==> config.mk <==
export PLATFORM = sky130hd
export DESIGN_NAME = crlm_ctrl
export DESIGN_NICKNAME = d
export VERILOG_FILES = /design/src/sv/crlm_pkg.sv /design/src/sv/crlm_ctrl.sv
export SDC_FILE = /design/constraint.sdc
export NUM_CORES = 1
export LEC_CHECK = 0
export ABC_AREA = 1
export BUFFER_PORTS_ARGS = -buffer_cell sky130_fd_sc_hd__buf_2
export CORE_MARGIN = 8
export CORE_UTILIZATION = 47
export CTS_BUF_LIST = sky130_fd_sc_hd__clkbuf_16
export DETAILED_ROUTE_END_ITERATION = 8
export PLACE_DENSITY = 0.82
export SLEW_MARGIN = 20
export SYNTH_ARGS = -nofsm -noshare
export SYNTH_HDL_FRONTEND = slang
export SYNTH_SLANG_ARGS = --single-unit
==> constraint.sdc <==
create_clock -name clk_i -period 1.61 [get_ports clk_i]
set_clock_uncertainty 0.05 [all_clocks]
set_input_delay 0.2415 -clock clk_i [delete_from_list [all_inputs] [get_ports clk_i]]
set_output_delay 0.2415 -clock clk_i [all_outputs]
set_load 0.1 [all_outputs]
==> src/sv/crlm_pkg.sv <==
`default_nettype none
package crlm_pkg;

  localparam int unsigned NumEntries = 256;
  localparam int unsigned IdxW       = 8;
  localparam int unsigned ChanW      = 8;
  localparam int unsigned NumChan    = 4;
  localparam int unsigned CfgW       = 3;
  localparam int unsigned EntryW     = NumChan * ChanW;

  localparam logic [CfgW-1:0]   ChanRgba   = 3'd4;
  localparam logic [EntryW-1:0] EntryWhite = 32'hFFFF_FFFF;
  localparam logic [EntryW-1:0] EntryBlack = 32'h0000_00FF;
  localparam logic [EntryW-1:0] EntryMask  = 32'hFFFF_FF00;

  typedef enum logic [1:0] {
    CMD_RESET   = 2'd0,
    CMD_SET_KEY = 2'd1,
    CMD_BUILD   = 2'd2,
    CMD_PIXEL   = 2'd3
  } cmd_e;

  typedef enum logic [1:0] {
    RA_PIXEL = 2'd0,
    RA_KEY   = 2'd1,
    RA_SCAN  = 2'd2
  } rd_sel_e;

  typedef struct packed {
    logic    rd_en;
    rd_sel_e rd_sel;
    logic    pix_load;
    logic    key_load;
    logic    key_write;
    logic    tbl_reset;
    logic    scan_clear;
    logic    scan_inc;
    logic    hi_load;
    logic    div_step;
    logic    fill_step;
    logic    prev_load;
    logic    prev_from_hi;
    logic    out_load;
  } ctrl_t;

  typedef struct packed {
    logic mark_hit;
    logic scan_end;
    logic gap;
    logic div_done;
    logic fill_last;
    logic out_free;
  } status_t;

endpackage
`default_nettype wire

==> src/sv/crlm_ctrl.sv <==
`default_nettype none
module crlm_ctrl (
  input  logic              clk_i,
  input  logic              rst_ni,
  input  logic              in_valid_i,
  output logic              in_stall_o,
  input  logic [1:0]        in_command_i,
  input  crlm_pkg::status_t status_i,
  output crlm_pkg::ctrl_t   ctrl_o
);
  import crlm_pkg::*;

  typedef enum logic [6:0] {
    ST_IDLE  = 7'b0000001,
    ST_LOOK  = 7'b0000010,
    ST_KEYW  = 7'b0000100,
    ST_SCAN  = 7'b0001000,
    ST_RDKEY = 7'b0010000,
    ST_DIV   = 7'b0100000,
    ST_FILL  = 7'b1000000
  } state_e;

  state_e state_q, state_d;
  cmd_e   cmd;

  assign cmd        = cmd_e'(in_command_i);
  assign in_stall_o = (state_q != ST_IDLE);

  always_comb begin
    state_d = state_q;
    ctrl_o  = '0;
    case (state_q)
      ST_IDLE: begin
        if (in_valid_i) begin
          case (cmd)
            CMD_RESET: ctrl_o.tbl_reset = 1'b1;
            CMD_SET_KEY: begin
              ctrl_o.rd_en    = 1'b1;
              ctrl_o.rd_sel   = RA_KEY;
              ctrl_o.key_load = 1'b1;
              state_d         = ST_KEYW;
            end
            CMD_BUILD: begin
              ctrl_o.scan_clear = 1'b1;
              state_d           = ST_SCAN;
            end
            CMD_PIXEL: begin
              ctrl_o.rd_en    = 1'b1;
              ctrl_o.rd_sel   = RA_PIXEL;
              ctrl_o.pix_load = 1'b1;
              state_d         = ST_LOOK;
            end
            default: state_d = ST_IDLE;
          endcase
        end
      end
      ST_LOOK: begin
        if (status_i.out_free) begin
          ctrl_o.out_load = 1'b1;
          state_d         = ST_IDLE;
        end
      end
      ST_KEYW: begin
        ctrl_o.key_write = 1'b1;
        state_d          = ST_IDLE;
      end
      ST_SCAN: begin
        if (status_i.scan_end) begin
          state_d = ST_IDLE;
        end else if (status_i.mark_hit) begin
          ctrl_o.rd_en  = 1'b1;
          ctrl_o.rd_sel = RA_SCAN;
          state_d       = ST_RDKEY;
        end else begin
          ctrl_o.scan_inc = 1'b1;
        end
      end
      ST_RDKEY: begin
        ctrl_o.hi_load = 1'b1;
        if (status_i.gap) begin
          state_d = ST_DIV;
        end else begin
          ctrl_o.prev_load = 1'b1;
          ctrl_o.scan_inc  = 1'b1;
          state_d          = ST_SCAN;
        end
      end
      ST_DIV: begin
        ctrl_o.div_step = 1'b1;
        if (status_i.div_done) state_d = ST_FILL;
      end
      ST_FILL: begin
        ctrl_o.fill_step = 1'b1;
        if (status_i.fill_last) begin
          ctrl_o.prev_load    = 1'b1;
          ctrl_o.prev_from_hi = 1'b1;
          ctrl_o.scan_inc     = 1'b1;
          state_d             = ST_SCAN;
        end
      end
      default: state_d = ST_IDLE;
    endcase
  end

  always_ff @(posedge clk_i or negedge rst_ni) begin
    if (!rst_ni) begin
      state_q <= ST_IDLE;
    end else begin
      state_q <= state_d;
    end
  end

  assert property (@(posedge clk_i) disable iff (!rst_ni)
    ctrl_o.out_load |-> $past(ctrl_o.pix_load) || $past(state_q == ST_LOOK))
    else $error("result loaded without a lookup");
  assert property (@(posedge clk_i) disable iff (!rst_ni)
    (state_q == ST_FILL) |-> $past(state_q == ST_DIV) || $past(state_q == ST_FILL))
    else $error("fill entered without division");
  assert property (@(posedge clk_i) disable iff (!rst_ni)
    (state_q == ST_KEYW) |=> (state_q == ST_IDLE))
    else $error("key write not single cycle");

endmodule
`default_nettype wire

==> results_dict.tcl, run 1 <==
set metrics [dict create \
    status "did not finish" \
    lastStage "4_1_cts" \
    error "[ERROR DPL-0038] Utilization greater than 100%, impossible to legalize" \
    synth_flop_cell "dfrtp_1" \
    yosys.area.top_type "dfrtp_1" \
    syn_inst 107 \
    synth_top_area_share_pct 22.1 \
    io_pins 27 \
    start_util_pct 50.9 \
    clockBufferDepth 2 \
    post_cts.repair.setup_buffers 3 \
    synth_cell_types 16 \
    synth_commonest_cells "nand2_1, inv_1, nor2_1" \
    postSynthAreaPerCell_um2 6.35 \
    synth_edf_count 0 \
    synth_top_family_by_area "simple AND/OR/NAND/NOR gates" \
    synthXorXnorAreaFrac_pct 0 \
    cts_root_buffer "clkbuf_16" \
    cts_made_buffers 3 \
    ys_top_cells_by_area "dfrtp_1, nand2_1, inv_1" \
    synth_fa_ha_area_share_pct 9.21 \
    synth.most_common_cell "nand2_1" \
    io_buffer_count 26 \
    dp_hpwl_mm 2.40 \
    clock-sinks 7 \
    async_flop_share_pct 100 \
    h-tree-depth 1 \
    synthMuxAreaShare_pct 0 \
    die-height_um 54.0 \
    cts-resized-gates 16 \
    gp_congestion 0.833 \
    fp.dieW_um 54.0 \
    yosysWarnings 0 \
    synth_area_um2 679 \
    synth_compound_area_share_pct 2.03 \
    rows 13 \
    cts.hold.buffers_added 1 \
    synth_seq_cells 7 \
    seq_area_frac_synth_pct 26.0 \
    synth_simple_gate_area_share_pct 49.0 \
    syn_nets 123 \
]
## logic make-up after synthesis
logic type	count (synthesis)
AOI/OAI and AO/OA	2
adders and majority gates	5
buffers and inverters	25
DFF	7
and+or+nand+nor	68
## per-stage QoR
stage	hold WS, ns	setup slack (ns)	utilization [%]	instance area [um^2]	cells
after floorplan	-0.104	-0.992	-	792	107
after global placement	0.0267	-0.0396	92.5	1230	157
after detailed placement	0.0298	-0.118	92.5	1230	157
==> run 2: changes to the inputs <==
- CORE_AREA: default -> 8 8 69 71
- CORE_MARGIN: 8 -> default
- CORE_UTILIZATION: 47 -> default
- CTS_BUF_LIST: sky130_fd_sc_hd__clkbuf_16 -> default
- DIE_AREA: default -> 0 0 77 79
- PLACE_DENSITY: 0.82 -> default
- PLACE_DENSITY_LB_ADDON: default -> 0.15
==> run 2 against run 1 <==
The flow now finishes, with violations (negative setup slack). Area after synthesis unchanged. Synthesized cell count unchanged.
==> results_dict.tcl, run 2 <==
set metrics [dict create \
    p_sw_mw 1.20 \
    synth_seq_cells 7 \
    critPathMaxStageDelay_ns 0.55 \
    synth_area_um2 679 \
    p_comb_share_pct 78.4 \
    synth.most_common_cell "nand2_1" \
    mostFrequentLayoutCell "buf_12" \
    synth_edf_count 0 \
    endpoint_kind "output port" \
    dp_hpwl_mm 1.87 \
    h-tree-depth 1 \
    async_flop_share_pct 100 \
    worstPathMaxFanout 6 \
    gp_congestion 0.779 \
    io_buffer_count 26 \
    peakVddDrop_mv 0.526 \
    swShare_pct 50.5 \
    postSynthAreaPerCell_um2 6.35 \
    max_slew_margin_pct 82.1 \
    p_leak_nw 0.793 \
    setup_viol 21 \
    fin_nets 179 \
    hold_ws_ns 0.197 \
    path_class "reg -> out" \
    grt_pass1_vias 972 \
    pwr-share-seq_pct 11.7 \
    fin_cells 212 \
    crit_family "flip-flops" \
    dieArea_um2 6080 \
    cts_root_buffer "clkbuf_8" \
    die-height_um 79 \
    worstMarginPinSlew_ns 0.266 \
    seq_area_frac_synth_pct 26.0 \
    worst_slack_ns -0.280 \
    startpoint_type "flop" \
    crit_arrival_ns 1.60 \
    path_clk_slew_ns 0.04 \
    largest_register_ffs 7 \
    dr.pass1.iters 3 \
    critPathBufInv 2 \
    antenna-diode-count 0 \
    clockBufferDepth 2 \
    p_int_mw 1.18 \
    clock-sinks 7 \
    yosysWarnings 0 \
    crit_chain "inv_2 > nor2_2 > nand2_2 > nor2_4 > nand2_8 > o21ai_4 > buf_12" \
    layout_common_cells "buf_12, inv_1, nor2_4, nand2_1, buf_4" \
    synth_flop_cell "dfrtp_1" \
    start_util_pct 17.9 \
    antenna_found_initial 0 \
    multiInputGateArea_um2 662 \
    ant_nets 0 \
    maxSlewViolCount 0 \
    setup_tns_ns -3.78 \
    max_freq_mhz 529 \
    dp.cells 198 \
    status "complete, but fails checks" \
    overflow 0 \
    violations "negative setup slack" \
    post-route-util_pct 43.2 \
    coreArea_um2 3800 \
    grt_usage_pct 8.41 \
    top_register "state_q" \
    synthToLayoutAreaGrowth_pct 141 \
    regArea_um2 176 \
    grt_pass1_wl_mm 4.24 \
    drt-total-wl_mm 2.32 \
    hold_depth 3 \
    wl_per_cell_um 10.9 \
    path_depth 7 \
    rr_worst_depth 12 \
    vias 844 \
    finalHoldViolations 0 \
    first_iter_violations 12 \
    syn_inst 107 \
    r2r_setup_slack_ns -0.15 \
    max_cap_viol_count 0 \
    cp_data_required_time_ns 1.32 \
    synth_cell_types 16 \
    rows 23 \
    rsz0062_at_grt "yes" \
    cts_made_buffers 3 \
    syn_nets 123 \
    powerDensity_nw_per_um2 1450 \
    hold_class "in -> reg" \
    via_per_inst 3.98 \
    min_period_ns 1.89 \
    finalCritPeriodShare_pct 117 \
    ys_top_cells_by_area "dfrtp_1, nand2_1, inv_1" \
    cp_slowest_cell "dfstp_2" \
    drive_gt1_share_pct 64.8 \
    clk-insertion-delay-late_ns 0.22 \
    fp.dieW_um 77 \
    grt_start_max_net_pins 8 \
    io_pins 27 \
    p_total_mw 2.38 \
    top_regs "state_q x7" \
    nFillCells 406 \
    clock_power_share_pct 9.9 \
    yosys.area.top_type "dfrtp_1" \
    synth_commonest_cells "nand2_1, inv_1, nor2_1" \
    cts_tree "done" \
    synth_top_area_share_pct 22.1 \
    drc 0 \
]
run 2: cell counts after synthesis:
Identical to the previous run, type by type.
run 2: worst paths after layout:
check                            startpoint    endpoint
worst max-delay path             state_q[0]  ctrl_o[14]
worst min-delay path            status_i[3]  state_q[5]
worst max register to register   state_q[0]  state_q[6]
worst min register to register   state_q[0]  state_q[0]
max in group asynchronous            rst_ni  state_q[0]
min in group asynchronous            rst_ni  state_q[4]
run 2: power groups by stage:
stage	clock, mW	sequential (mW)	combinational (mW)
after CTS	0.242	0.275	1.70
after detailed placement	0	0.270	1.39
after floorplan	0	0.263	0.930
after global routing	0.257	0.284	2.00
final	0.235	0.279	1.87
after global placement	0	0.266	1.38
run 2: cell type report:
| class | instances | area share (%) |
|---|---|---|
| Timing Repair Buffer | 51 | 36.2 |
| Multi-Input combinational cell | 75 | 40.4 |
| Sequential cell | 7 | 10.8 |
| Tap cell | 50 | 3.81 |
| Inverter | 25 | 6.10 |
| Clock buffer | 4 | 2.75 |
run 2: tightest hold or removal path, cell delays in order:
cell	delay (ns)
buf_2	0.09
nand2_1	0.05
nand2_1	0.05
run 2: logic make-up (layout without fill, tap and decap cells):
| kind of cell | after synthesis | in the layout | synth area share, % |
|---|---|---|---|
| flops | 7 | 7 | 26.0 |
| simple gates | 68 | 68 | 49.0 |
| compound gates | 2 | 2 | 2.03 |
| fa+ha+maj | 5 | 5 | 9.21 |
| buf+inv | 25 | 80 | 13.8 |
run 2: per-stage QoR:
stage	instance area, um^2	setup slack, ns
detailed placement	1320	-0.0894
finish	1640	-0.280
global route	1640	-0.373
CTS	1540	-0.299
floorplan	792	-0.992
global placement	1320	-0.0527
run 2: metal layers:
| metal | part of all wire [%] | vias to the layer above | global-route usage [%] |
|---|---|---|---|
| li1 | - | 429 | - |
| met1 | 39 | 396 | 8.63 |
| met2 | 54 | 17 | 15.3 |
| met3 | 5.6 | 2 | 2.48 |
| met4 | 1.4 | 0 | 4.34 |
| met5 | 0 | - | 0 |
run 2: what timing repair did:
action | 4_1_cts | 5_1_grt
resized for setup | 30 | 22
endpoints found under the hold margin | 6 | 0
endpoints found under the setup margin | 21 | 21
hold buffers | 1 | 0
cloned | 0 | 0
pin swaps | 12 | 11
buffers inserted | 7 | 3
No activity file was read; power rests on OpenSTA's default activity.
==> run 3: changes to the inputs <==
==> constraint.sdc (replaced) <==
create_clock -name clk_i -period 1.61 [get_ports clk_i]
set_clock_uncertainty 0.05 [all_clocks]
set_input_delay 0.322 -clock clk_i [delete_from_list [all_inputs] [get_ports clk_i]]
set_output_delay 0.322 -clock clk_i [all_outputs]
set_load 0.1 [all_outputs]
==> run 3 against run 2 <==
The flow still finishes with violations (negative setup slack). Non-clock buffer count is 4 lower. Sequential share of layout area is 0.76 points higher. Cell count is 1.9% lower. Die area stayed put. Hold slack better by 0.073 ns. Count of clock-buffer cells in the layout stayed put. Critical path type unchanged. Largest cell class unchanged. Largest power group unchanged.
==> results_dict.tcl, run 3 (synthesis results as in run 2) <==
set metrics [dict create \
    powerDensity_nw_per_um2 1430 \
    hold_ws_ns 0.271 \
    drc 0 \
    peakVddDrop_mv 0.553 \
    dp_hpwl_mm 1.92 \
    cts_tree "done" \
    status "complete, but fails checks" \
    place_ws_ns -0.160 \
    worst_slack_ns -0.361 \
    io_buffer_count 26 \
    path_clk_slew_ns 0.04 \
    drt-total-wl_mm 2.23 \
    design_area_um2 1530 \
    critPathMaxStageDelay_ns 0.54 \
    clk-insertion-delay-late_ns 0.22 \
    finalHoldViolations 0 \
    mostFrequentLayoutCell "nand2_1" \
    holdCritStartpoint "status_i[3]" \
    setup_viol 21 \
    top_regs "state_q x7" \
    start_util_pct 17.9 \
    fp.dieW_um 77 \
    die-height_um 79 \
    critical_path.startpoint "state_q[0]" \
    max_cap_viol_count 0 \
    clockBufferDepth 2 \
    first_iter_violations 18 \
    min_period_ns 1.97 \
    rsz0062_at_grt "yes" \
    max_freq_mhz 507 \
    cts_root_buffer "clkbuf_8" \
    violations "negative setup slack" \
    worstMarginPinSlew_ns 0.260 \
    io_pins 27 \
    fin_nets 175 \
    top_register "state_q" \
    endpoint_kind "output port" \
    synthToLayoutAreaGrowth_pct 126 \
    largest_register_ffs 7 \
    crit_arrival_ns 1.60 \
    p_leak_nw 0.745 \
    layout_common_cells "nand2_1, buf_4, inv_1, buf_12, nor2_4" \
    cp_data_required_time_ns 1.24 \
    max_slew_margin_pct 82.6 \
    coreArea_um2 3800 \
    cp_slowest_cell "dfstp_2" \
    p_total_mw 2.19 \
    clock-sinks 7 \
    grt_pass1_vias 888 \
    ant_nets 0 \
    grt_pass1_wl_mm 3.86 \
    finalCritPeriodShare_pct 122 \
    hold_class "in -> reg" \
    nFillCells 407 \
    post-route-util_pct 40.3 \
    drive_gt1_share_pct 60.1 \
    dr.pass1.iters 3 \
    wl_per_cell_um 10.7 \
    vias 801 \
    cts_made_buffers 3 \
    critPathBufInv 2 \
    grt_usage_pct 7.92 \
    maxSlewViolCount 0 \
    via_per_inst 3.85 \
    gp_congestion 0.818 \
    r2r-start "state_q[0]" \
    place_area_um2 1320 \
    crit_chain "inv_2 > nor2_1 > nand2_1 > nor2_4 > nand2_8 > o21ai_4 > buf_12" \
    worstPathMaxFanout 6 \
    startpoint_type "flop" \
    crit_family "flip-flops" \
    antenna-diode-count 0 \
    antenna_found_initial 0 \
    path_class "reg -> out" \
    rows 23 \
    h-tree-depth 1 \
    overflow 0 \
    grt_start_max_net_pins 8 \
    dieArea_um2 6080 \
]
run 3: cell count changes in the layout (fill, tap and decap cells not counted), moves of 2 or more:
cell	previous run	this run
buf_6	9	3
nand2_1	15	20
buf_4	15	17
nand2_2	8	6
nand2_4	4	2
nand3_2	1	3
nand3_4	4	2
nor2_2	2	4
nor2_4	15	13
run 3: final timing paths:
check                              to  slack, ns  cells past startpoint
setup / recovery           ctrl_o[14]      -0.36                      7
hold / removal             state_q[5]       0.27                      3
setup reg to reg           state_q[6]      -0.07                     11
hold reg to reg            state_q[0]       0.43                      2
max in group asynchronous  state_q[0]       0.87                      2
min in group asynchronous  state_q[4]       0.41                      2
run 3: worst min-delay path: stages:
cell     delay (ns)
buf_2          0.09
nand2_1        0.05
nand2_1        0.05
run 3: power breakdown:
group	internal [mW]	switching [mW]	total, mW	leakage (nW)
Combinational	0.647	1.04	1.68	0.629
Sequential	0.230	0.0416	0.272	0.0931
Clock	0.171	0.0678	0.238	0.0228
run 3: cell type report:
| class | instances | area, um^2 | share of cell area (%) |
|---|---|---|---|
| Sequential cell | 7 | 176 | 11.5 |
| Inverter | 25 | 100 | 6.53 |
| Multi-Input combinational cell | 75 | 607 | 39.6 |
| Tap cell | 50 | 62.6 | 4.08 |
| Clock buffer | 4 | 45.0 | 2.94 |
| Timing Repair Buffer | 47 | 542 | 35.3 |
run 3: metal layers:
metal  global-route usage [%]  up-vias  part of all wire, %
met5                        0        -                    0
met4                     4.53        0                  2.2
met3                     2.60        4                  5.2
met2                     14.2       17                   54
met1                     7.99      359                   39
li1                         -      421                    -
run 3: repair_timing:
| action | 4_1_cts | 5_1_grt |
|---|---|---|
| hold buffers | 1 | 0 |
| pin swaps | 8 | 8 |
| endpoints found under the hold margin | 6 | 0 |
| setup buffers | 5 | 0 |
| resized for setup | 19 | 13 |
| endpoints found under the setup margin | 21 | 21 |
run 3: per-stage QoR:
| stage | TNS, ns | std cells |
|---|---|---|
| 2_1_floorplan | -6.22 | 107 |
| 3_3_place_gp | -0.953 | 198 |
| 3_5_place_dp | -1.17 | 198 |
| 4_1_cts | -4.93 | 208 |
| 5_1_grt | -6.03 | 208 |
| 6_report | -4.50 | 208 |
==> run 4: changes to the inputs <==
- ABC_AREA: 1 -> 0
- BUFFER_PORTS_ARGS: -buffer_cell sky130_fd_sc_hd__buf_2 -> default
- DONT_BUFFER_PORTS: default -> 1
==> run 4 against run 3 <==
The run still ends with negative setup slack left. Register-to-register slack worse by 0.26 ns. Synthesized cell count is 27% lower. Critical path depth is 2 lower. Wire length is 7.5% higher. Setup slack worse by 0.056 ns. Clock power is 3% higher. Count of clock-buffer cells in the layout stayed put. Via count is 3.1% lower. Flip-flop and latch count stayed put.
==> results_dict.tcl, run 4 <==
set metrics [dict create \
    max_freq_mhz 493 \
    drc 0 \
    hold_ws_ns 0.115 \
    coreArea_um2 3800 \
    hold_depth 1 \
    holdPathEnd "state_q[4]" \
    antenna-diode-count 0 \
    powerDensity_nw_per_um2 1430 \
    synth_commonest_cells "nor2_1, and3_1, dfrtp_1, inv_1, o21ai_0" \
    holdCritStartpoint "status_i[4]" \
    vias 776 \
    synth_area_um2 683 \
    antenna_found_initial 0 \
    top_register "state_q" \
    cts_tree "done" \
    worstPathMaxFanout 3 \
    syn_inst 78 \
    use_met1_pct 8.31 \
    grt_pass1_wl_mm 3.91 \
    r2r_setup_slack_ns -0.33 \
    maxSlewViolCount 0 \
    grt_pass1_vias 819 \
    synth.most_common_cell "nor2_1" \
    clockBufferDepth 2 \
    p_total_mw 2.31 \
    ant_nets 0 \
    drive_gt1_share_pct 69.5 \
    finalHoldViolations 0 \
    finalCritPeriodShare_pct 126 \
    p_leak_nw 0.720 \
    use_met2_pct 14.7 \
    cts_root_buffer "clkbuf_8" \
    io_buffer_count 0 \
    post-route-util_pct 42.4 \
    use_met3_pct 1.69 \
    h-tree-depth 1 \
    fin_nets 148 \
    fin_cells 181 \
    crit_arrival_ns 1.66 \
    synth_flop_cell "dfrtp_1" \
    yosys.area.top_type "dfrtp_1" \
    first_iter_violations 11 \
    mostFrequentLayoutCell "buf_4" \
    seq_area_frac_synth_pct 25.8 \
    gp_congestion 0.757 \
    rows 23 \
    drt-total-wl_mm 2.39 \
    dp_hpwl_mm 1.91 \
    largest_register_ffs 7 \
    dp.cells 168 \
    die-height_um 79 \
    grt_usage_pct 8.13 \
    rsz0062_at_grt "yes" \
    layout_common_cells "buf_4, buf_12, buf_6" \
    dieArea_um2 6080 \
    async_flop_share_pct 100 \
    min_period_ns 2.03 \
    clock-sinks 7 \
    path_clk_slew_ns 0.04 \
    fp.dieW_um 77 \
    synth_edf_count 0 \
    max_cap_viol_count 0 \
    setup_viol 21 \
    cp_data_required_time_ns 1.24 \
    violations "negative setup slack" \
    endpoint_kind "output port" \
    postSynthAreaPerCell_um2 8.76 \
    reg2reg_to "state_q[0]" \
    via_per_inst 4.29 \
    hold_class "in -> reg" \
    top_regs "state_q x7" \
    clk-insertion-delay-late_ns 0.22 \
    synth_top_area_share_pct 22.0 \
    status "complete, but fails checks" \
    overflow 0 \
    path_class "reg -> out" \
    critical_path.startpoint "state_q[4]" \
    grt-busiest-layer "met2" \
    rr_worst_depth 7 \
    synthToLayoutAreaGrowth_pct 136 \
    dr.pass1.iters 3 \
    startpoint_type "flop" \
    yosysWarnings 0 \
    syn_nets 94 \
    wl_per_cell_um 13.2 \
    peakVddDrop_mv 1.59 \
    worst_slack_ns -0.417 \
    ys_top_cells_by_area "dfrtp_1, ha_1, and3_1" \
    io_pins 27 \
    synth_cell_types 34 \
    start_util_pct 18.0 \
    place_ws_ns -0.259 \
    max_slew_margin_pct 78.8 \
    r2r-start "state_q[4]" \
    grt_start_max_net_pins 9 \
    cts_made_buffers 3 \
    synth_seq_cells 7 \
    worstMarginPinSlew_ns 0.316 \
]
run 4: timing repair:
item | 4_1_cts | 5_1_grt
pin swaps | 9 | 3
endpoints found under the hold margin | 7 | 0
buffers inserted | 5 | 5
setup endpoints to repair | 22 | 22
resized for setup | 27 | 4
hold buffers | 1 | 0
run 4: per-layer routing:
layer	vias to the layer above	share of wire, %
li1	390	-
met1	368	40
met2	14	53
met3	4	4.4
met4	0	2.4
met5	-	0
run 4: worst max path at each step:
stage	end	depth (start not counted)
2_1_floorplan	ctrl_o[14]	4
3_3_place_gp	state_q[0]	7
3_5_place_dp	ctrl_o[6]	5
4_1_cts	ctrl_o[6]	5
5_1_grt	ctrl_o[6]	5
6_report	ctrl_o[6]	5
run 4: cells by family after synthesis:
kind of cell | after synthesis | synth area share, %
fa+ha+maj | 5 | 9.16
flops | 7 | 25.8
mux | 1 | 2.20
compound gates | 16 | 17.6
simple gates | 40 | 38.1
xor+xnor | 1 | 1.28
buf+inv | 8 | 5.86
run 4: stage by stage:
stage	setup TNS [ns]	area, um^2
3_3_place_gp	-3.97	1380
5_1_grt	-8.30	1610
4_1_cts	-7.09	1570
2_1_floorplan	-4.89	825
3_5_place_dp	-3.88	1380
6_report	-6.90	1610
run 4: worst max-delay path: stages, from the launching register on:
cell and delay [ns]:
dfrtp_2 0.41, nor3_4 0.23, nand4b_4 0.15, or3_4 0.37
o21ai_4 0.08, buf_12 0.19
run 4: report_power, final:
part	total [mW]	switching, mW	internal, mW
logic	1.79	0.916	0.869
clock network	0.244	0.0728	0.171
registers	0.282	0.0599	0.222
total	2.31	1.05	1.26
run 4: area by class of cell:
class	instances	area [um^2]
clock buffer	4	45.0
fill	376	2190
inverter	7	37.5
multi-input combinational	63	671
sequential	7	179
tap	50	62.6
timing repair buffer	50	617
